<file path="src/rtl/ssedd_pkg.sv">
`timescale 1ns / 1ps
// ----------------------------------------------------------------------------
// ssedd_pkg
// Shared widths, reset values and register indexes for the split-sign
// dual moving average dominance detector.
// ----------------------------------------------------------------------------
package ssedd_pkg;

  localparam int SAMPLE_W    = 32;
  localparam int LEVEL_W     = 32;
  localparam int NET_W       = 33;
  localparam int COUNT_OUT_W = 32;

  localparam int ALPHA_W     = 17;
  localparam int THRESH_W    = 31;
  localparam int WARMUP_W    = 16;
  localparam int CFG_INDEX_W = 2;
  localparam int CFG_DATA_W  = 31;

  localparam int FRAC_BITS_DEF   = 16;
  localparam int COUNT_WIDTH_DEF = 32;

  localparam logic [ALPHA_W-1:0]  ALPHA_RESET  = 17'd6554;
  localparam logic [THRESH_W-1:0] THRESH_RESET = 31'd32768;
  localparam logic [WARMUP_W-1:0] WARMUP_RESET = 16'd1;

  typedef enum logic [CFG_INDEX_W-1:0] {
    REG_ALPHA_POS = 2'd0,
    REG_ALPHA_NEG = 2'd1,
    REG_THRESHOLD = 2'd2,
    REG_WARMUP    = 2'd3
  } cfg_reg_t;

endpackage

</file>
<file path="src/rtl/ssedd_avg_step.sv">
`timescale 1ns / 1ps
// ----------------------------------------------------------------------------
// ssedd_avg_step
// One moving average update: avg + floor(alpha * (target - avg) / 2^F).
// A decay is the same update toward a target of zero.
// ----------------------------------------------------------------------------
module ssedd_avg_step
  import ssedd_pkg::*;
#(
  parameter int FRAC_BITS = FRAC_BITS_DEF
) (
  input  logic [LEVEL_W-1:0]   avg,
  input  logic [LEVEL_W-1:0]   target,
  input  logic [FRAC_BITS:0]   alpha,
  output logic [LEVEL_W-1:0]   next_avg
);

  localparam int PROD_W = FRAC_BITS + 2 + LEVEL_W + 1;

  logic signed [LEVEL_W:0]     diff;
  logic signed [FRAC_BITS+1:0] alpha_s;
  logic signed [PROD_W-1:0]    prod;
  logic signed [PROD_W-1:0]    step;

  assign diff     = $signed({1'b0, target}) - $signed({1'b0, avg});
  assign alpha_s  = $signed({1'b0, alpha});
  assign prod     = alpha_s * diff;
  assign step     = prod >>> FRAC_BITS;
  assign next_avg = avg + step[LEVEL_W-1:0];

endmodule

</file>
<file path="src/rtl/split_sign_ema_dominance_detector_top.sv">
`timescale 1ns / 1ps
// ----------------------------------------------------------------------------
// split_sign_ema_dominance_detector_top
// Split-sign dual moving average with threshold dominance detection.
//
// Usage:
//   Sample channel (sample_valid/sample_ready, bias_sample) carries one signed
//   Q16.16 request per cycle while sample_ready is high. Result channel
//   (result_valid/result_ready) returns one result per sample: both averages,
//   net, dominance flags, rising-edge events and saturating counters.
//   A sample passes through the input register and then the result register.
//   One sample per cycle is taken while the receiver accepts results; the
//   average update (one multiply and add per side) is combinational.
//   A stalled receiver holds the result register; one more sample is held
//   in the input register, then sample_ready drops.
//   Reset empties both registers, clears the averages, flags and counters and
//   loads the register defaults. The user must write registers via cfg_write/
//   cfg_index/cfg_data only while idle, which the block does not enforce.
// ----------------------------------------------------------------------------
module split_sign_ema_dominance_detector_top
  import ssedd_pkg::*;
#(
  parameter int FRAC_BITS   = FRAC_BITS_DEF,
  parameter int COUNT_WIDTH = COUNT_WIDTH_DEF
) (
  input  logic                       clk,
  input  logic                       rst,
  input  logic                       cfg_write,
  input  logic [CFG_INDEX_W-1:0]     cfg_index,
  input  logic [CFG_DATA_W-1:0]      cfg_data,
  input  logic                       sample_valid,
  output logic                       sample_ready,
  input  logic signed [SAMPLE_W-1:0] bias_sample,
  output logic                       result_valid,
  input  logic                       result_ready,
  output logic [LEVEL_W-1:0]         positive_level,
  output logic [LEVEL_W-1:0]         negative_level,
  output logic signed [NET_W-1:0]    net_level,
  output logic                       positive_dominant,
  output logic                       negative_dominant,
  output logic                       positive_event,
  output logic                       negative_event,
  output logic [COUNT_OUT_W-1:0]     positive_event_count,
  output logic [COUNT_OUT_W-1:0]     negative_event_count,
  output logic [COUNT_OUT_W-1:0]     record_count
);

  localparam int AW   = FRAC_BITS + 1;
  localparam int CMPW = (ALPHA_W > AW) ? ALPHA_W : AW;
  localparam logic [CMPW-1:0] ONE_Q = CMPW'(1) << FRAC_BITS;

  // configuration
  logic [ALPHA_W-1:0]  pos_gain;
  logic [ALPHA_W-1:0]  neg_gain;
  logic [THRESH_W-1:0] threshold;
  logic [WARMUP_W-1:0] warmup;

  always_ff @(posedge clk) begin
    if (rst) begin
      pos_gain  <= ALPHA_RESET;
      neg_gain  <= ALPHA_RESET;
      threshold <= THRESH_RESET;
      warmup    <= WARMUP_RESET;
    end else if (cfg_write) begin
      unique case (cfg_reg_t'(cfg_index))
        REG_ALPHA_POS: pos_gain  <= cfg_data[ALPHA_W-1:0];
        REG_ALPHA_NEG: neg_gain  <= cfg_data[ALPHA_W-1:0];
        REG_THRESHOLD: threshold <= cfg_data[THRESH_W-1:0];
        REG_WARMUP:    warmup    <= cfg_data[WARMUP_W-1:0];
        default: ;
      endcase
    end
  end

  logic [CMPW-1:0] pos_gain_ext;
  logic [CMPW-1:0] neg_gain_ext;
  logic [AW-1:0]   pos_gain_eff;
  logic [AW-1:0]   neg_gain_eff;

  assign pos_gain_ext = CMPW'(pos_gain);
  assign neg_gain_ext = CMPW'(neg_gain);
  assign pos_gain_eff = (pos_gain_ext > ONE_Q) ? AW'(ONE_Q) : AW'(pos_gain_ext);
  assign neg_gain_eff = (neg_gain_ext > ONE_Q) ? AW'(ONE_Q) : AW'(neg_gain_ext);

  // input register
  logic                s1_valid;
  logic [SAMPLE_W-1:0] s1_sample;
  logic                s1_go;
  logic                advance;

  assign s1_go        = !result_valid || result_ready;
  assign sample_ready = !s1_valid || s1_go;
  assign advance      = s1_valid && s1_go;

  always_ff @(posedge clk) begin
    if (rst) begin
      s1_valid <= 1'b0;
    end else if (sample_ready) begin
      s1_valid <= sample_valid;
    end
  end

  always_ff @(posedge clk) begin
    if (sample_valid && sample_ready) begin
      s1_sample <= bias_sample;
    end
  end

  // running state
  logic [LEVEL_W-1:0]     pos_avg;
  logic [LEVEL_W-1:0]     neg_avg;
  logic                   prev_pos;
  logic                   prev_neg;
  logic [COUNT_WIDTH-1:0] pos_events;
  logic [COUNT_WIDTH-1:0] neg_events;
  logic [COUNT_WIDTH-1:0] seen;

  // update datapath
  logic                   is_neg;
  logic [LEVEL_W-1:0]     magnitude;
  logic [LEVEL_W-1:0]     pos_target;
  logic [LEVEL_W-1:0]     neg_target;
  logic [LEVEL_W-1:0]     pos_avg_next;
  logic [LEVEL_W-1:0]     neg_avg_next;
  logic signed [NET_W-1:0] net_next;
  logic signed [NET_W-1:0] thr_s;
  logic                   active;
  logic                   pos_dom;
  logic                   neg_dom;
  logic                   pos_ev;
  logic                   neg_ev;
  logic [COUNT_WIDTH-1:0] pos_events_next;
  logic [COUNT_WIDTH-1:0] neg_events_next;
  logic [COUNT_WIDTH-1:0] seen_next;

  assign is_neg     = s1_sample[SAMPLE_W-1];
  assign magnitude  = ~s1_sample + LEVEL_W'(1);
  assign pos_target = is_neg ? '0 : s1_sample;
  assign neg_target = is_neg ? magnitude : '0;

  ssedd_avg_step #(.FRAC_BITS(FRAC_BITS)) u_pos_step (
    .avg      (pos_avg),
    .target   (pos_target),
    .alpha    (pos_gain_eff),
    .next_avg (pos_avg_next)
  );

  ssedd_avg_step #(.FRAC_BITS(FRAC_BITS)) u_neg_step (
    .avg      (neg_avg),
    .target   (neg_target),
    .alpha    (neg_gain_eff),
    .next_avg (neg_avg_next)
  );

  assign net_next = $signed({1'b0, pos_avg_next}) - $signed({1'b0, neg_avg_next});
  assign thr_s    = $signed({2'b00, threshold});
  assign active   = ({1'b0, seen} + (COUNT_WIDTH+1)'(1)) >= (COUNT_WIDTH+1)'(warmup);
  assign pos_dom  = active && (net_next > thr_s);
  assign neg_dom  = active && (net_next < -thr_s);
  assign pos_ev   = pos_dom && !prev_pos;
  assign neg_ev   = neg_dom && !prev_neg;

  assign pos_events_next = (pos_ev && pos_events != '1) ? pos_events + 1'b1 : pos_events;
  assign neg_events_next = (neg_ev && neg_events != '1) ? neg_events + 1'b1 : neg_events;
  assign seen_next       = (seen != '1) ? seen + 1'b1 : seen;

  always_ff @(posedge clk) begin
    if (rst) begin
      pos_avg    <= '0;
      neg_avg    <= '0;
      prev_pos   <= 1'b0;
      prev_neg   <= 1'b0;
      pos_events <= '0;
      neg_events <= '0;
      seen       <= '0;
    end else if (advance) begin
      pos_avg    <= pos_avg_next;
      neg_avg    <= neg_avg_next;
      pos_events <= pos_events_next;
      neg_events <= neg_events_next;
      seen       <= seen_next;
      if (active) begin
        prev_pos <= pos_dom;
        prev_neg <= neg_dom;
      end
    end
  end

  // result register
  always_ff @(posedge clk) begin
    if (rst) begin
      result_valid <= 1'b0;
    end else if (s1_go) begin
      result_valid <= s1_valid;
    end
  end

  always_ff @(posedge clk) begin
    if (advance) begin
      positive_level       <= pos_avg_next;
      negative_level       <= neg_avg_next;
      net_level            <= net_next;
      positive_dominant    <= pos_dom;
      negative_dominant    <= neg_dom;
      positive_event       <= pos_ev;
      negative_event       <= neg_ev;
      positive_event_count <= COUNT_OUT_W'(pos_events_next);
      negative_event_count <= COUNT_OUT_W'(neg_events_next);
      record_count         <= COUNT_OUT_W'(seen_next);
    end
  end

endmodule

</file>
<file path="config.mk">
export PLATFORM = sky130hd
export DESIGN_NAME = split_sign_ema_dominance_detector_top
export DESIGN_NICKNAME = d
export VERILOG_FILES = /design/src/rtl/ssedd_pkg.sv /design/src/rtl/ssedd_avg_step.sv /design/src/rtl/split_sign_ema_dominance_detector_top.sv
export SDC_FILE = /design/constraint.sdc
export NUM_CORES = 2
export LEC_CHECK = 0
export BUFFER_PORTS_ARGS = -buffer_cell sky130_fd_sc_hd__buf_2
export CORE_MARGIN = 5
export CORE_UTILIZATION = 35
export DETAILED_ROUTE_END_ITERATION = 8
export GPL_TIMING_DRIVEN = 0
export PLACE_DENSITY = 0.58
export SETUP_SLACK_MARGIN = 0.02
export SLEW_MARGIN = 30
export SYNTH_ARGS = -nofsm -noshare
export SYNTH_HDL_FRONTEND = slang
export SYNTH_SLANG_ARGS = --single-unit
</file>
<file path="constraint.sdc">
create_clock -name clk -period 14.85 [get_ports clk]
set_input_delay 2.97 -clock clk [delete_from_list [all_inputs] [get_ports clk]]
set_output_delay 2.97 -clock clk [all_outputs]
set_load 0.01 [all_outputs]
</file>
==> results.md <==
* Status: finished, violations left
* Violated checks: setup timing
* FF+latch count, synth at 474
* Min Tclk post-route at 16.30 ns
* Reg2Reg Depth at 76
* DIE AREA at 197000 um^2
* Starting DRT DRC Count at 4047
* Antenna violations before repair at 7
* Fin. max-slew vios at 0
* Wire length per cell at 22.6 um
* Synth warn at 0
* Critical Path Slowest Stage Cell: fa_1
* Die H at 444 um
* Routed Antenna Nets at 0
* Ys flop type: dfxtp_1
* TritonCTS buffer count at 50
* Final hold vios at 0
* Core Box Area at 188000 um^2
* Final Util at 0.420
* Critical Path RT at 15.23 ns
* RePlAce Congestion at 0.979
* Setup-failing EPs final at 134
* R2R Path Start: s1_sample[2]
* Critical Path Start Type: flip-flop
* Hold Crit Start: threshold[21]
* Root Driver: clkbuf_16
* Clk slew on worst S/H paths at 0.06 ns
* Max Cap Viol at 0
* EDFF count, synth at 229
* Crit Reg-Reg Endpoint: positive_event_count[27]
* Critical Setup Path Class: flip-flop to flip-flop
* Post-synthesis cell type count at 105
* Register area share after synthesis at 0.179
* Layout Nets at 9700
* Critical Path AT at 16.69 ns
* Ratio of final minimum period to clock period at 1.10
* Setup slack, reg-to-reg at -1.45 ns
* Width of the chip at 444 um
* Global-route wire length before repair at 359000 um
* Initial core utilization at 0.352
* Sink of the worst hold path: threshold[21]
* Slowest stage delay, CP at 0.57 ns
* Clk_lat worst skew at 0.66 ns
* Sink Count at 474
* Final worst slack at -1.45 ns
* IO Port Bufs at 266
* Hold depth at 2
* Total congestion overflow at 0
* I/O pin total at 269
* Clk buf depth at 3
* # DRC at 0
* Largest net degree at the start of global routing at 52
* Ys async rst share at 0
* Cells after Synth at 7579
* Post-synth net total at 9136
* Placed Cells at 10300
* DP Wirelength at 194000 um
* Detailed Routing Iterations Pass 1 at 6
* Slew headroom at 0.228
* Vias/cell at 5.19
* Vias in the first global route at 57200
* Mapped Avg Cell Area at 8.71 um^2
* TritonCTS clock tree: done
* Max H-tree Level at 2
* Worst-Margin Slew at 1.16 ns
* Row cnt at 159
* CP endpoint kind: flip-flop
* GRT Total Usage at 0.240
* Fmax at 61.3 MHz
* DRT Wirelength at 242000 um
* Worst hold path class: flip-flop to flip-flop
* Unrepaired setup endpoints after global routing: true
* Finished Layout Cells at 10700
* Layout cells sized above 1 at 0.152
* Worst Skew at 0.0349 ns
* Dpl ws at -4.12 ns
* Vias post-DR at 55400
* Largest fanout on the critical path at 6
* Total negative setup slack at -171.36 ns
* Syn-to-layout area delta at 19.3%
* Post-Synthesis Cell Area at 66000 um^2
==> worst max-delay path, delay by kind of cell (launching register included) <==
kind            cells  cell delay [ns]
flops               1             0.37
simple gates       17             3.03
compound gates     31             5.94
fa+ha+maj          11             4.30
xor+xnor            4             0.77
buf+inv            13             1.63
==> synth_stat cells (all sizes together), types with 37 or more instances <==
| library cell | instances | area (um^2) |
|---|---|---|
| inv | 1395 | 5240 |
| nand2 | 1035 | 3880 |
| fa | 1033 | 20700 |
| nor2 | 695 | 2610 |
| ha | 454 | 5680 |
| a21oi | 330 | 1650 |
| xnor2 | 293 | 2580 |
| clkbuf | 278 | 1040 |
| dfxtp | 245 | 4900 |
| edfxtp | 229 | 6880 |
| and2 | 153 | 957 |
| nor2b | 143 | 895 |
| nand3 | 120 | 601 |
| o21ai | 119 | 607 |
| nor3 | 104 | 526 |
| and3 | 86 | 538 |
| xor2 | 86 | 753 |
| nand2b | 83 | 519 |
| a21o | 76 | 571 |
| nand4 | 62 | 409 |
| o21a | 60 | 450 |
| nor4 | 45 | 303 |
| o31ai | 37 | 297 |
==> stage by stage <==
stage | instance area (um^2) | hold WS (ns)
2_1_floorplan | 66400 | 0.436
3_3_place_gp | 70900 | 0.446
3_5_place_dp | 71300 | 0.451
4_1_cts | 77300 | 0.460
5_1_grt | 78700 | 0.486
6_report | 78700 | 0.458
==> cells by family (layout without fill, tap and decap cells) <==
logic type | count (synthesis) | after routing | synth area share
and+or+nand+nor | 2658 | 2658 | 0.185
xor gates and xnor gates | 379 | 379 | 0.0505
adders and majority gates | 1492 | 1492 | 0.400
other | 0 | 10 | 0
DFF | 474 | 474 | 0.179
AOI/OAI and AO/OA | 836 | 836 | 0.0815
muxes | 40 | 40 | 0.00690
buffers and inverters | 1700 | 2306 | 0.0972
==> per-layer routing <==
layer	track usage	part of all wire
met1	0.291	0.38
met2	0.392	0.46
met3	0.0392	0.067
met4	0.163	0.089
met5	0	0
==> cells in the final DEF, fill, tap and decap left out, drive strengths merged, types with 245 or more instances in the layout <==
cell type	count
buf	548
nand2	1035
dfxtp	245
ha	454
nor2	695
xnor2	293
inv	1399
fa	1033
a21oi	330
clkbuf	322
==> state kept, by name, summed over array words and instances, names as in the netlist, 32 cells and up <==
| signal | count |
|---|---|
| neg_events | 32 |
| pos_avg | 32 |
| negative_event_count | 32 |
| s1_sample | 32 |
| seen | 32 |
| record_count | 32 |
| positive_event_count | 32 |
| net_level | 33 |
| neg_avg | 32 |
| positive_level | 32 |
| pos_events | 32 |
| negative_level | 32 |
==> final cells by class <==
class | instances | area (um^2)
well taps | 2495 | 3120
multi-input cells | 5405 | 51700
repair buffers | 517 | 3570
fillers | 18600 | 109000
clock inverters | 39 | 495
diodes | 10 | 25.0
flip-flops and latches | 474 | 11800
clock buffers | 55 | 1280
plain buffers | 299 | 1540
inverters | 1396 | 5250
==> what timing repair did <==
action                                  CTS  global route
cloned                                    2             3
buffers inserted                        194            53
hold buffers                              0             0
endpoints found under the setup margin  150           139
resized for setup                       509           183
pin swaps                               176           115
==> how the worst max path moves through the flow <==
stage               slack, ns          start  cells past startpoint                  endpoint
CTS                     -1.25  s1_sample[31]                     75   positive_event_count[1]
global route            -2.04   s1_sample[2]                     76  positive_event_count[27]
floorplan                0.02  s1_sample[31]                     77   positive_event_count[1]
global placement        -4.38  s1_sample[31]                     66  negative_event_count[30]
finish                  -1.45   s1_sample[2]                     76  positive_event_count[27]
detailed placement      -4.12  s1_sample[31]                     68  negative_event_count[28]
Power is not shown: default switching activity piles up to over one toggle a cycle in this logic, so the estimate is an artifact.
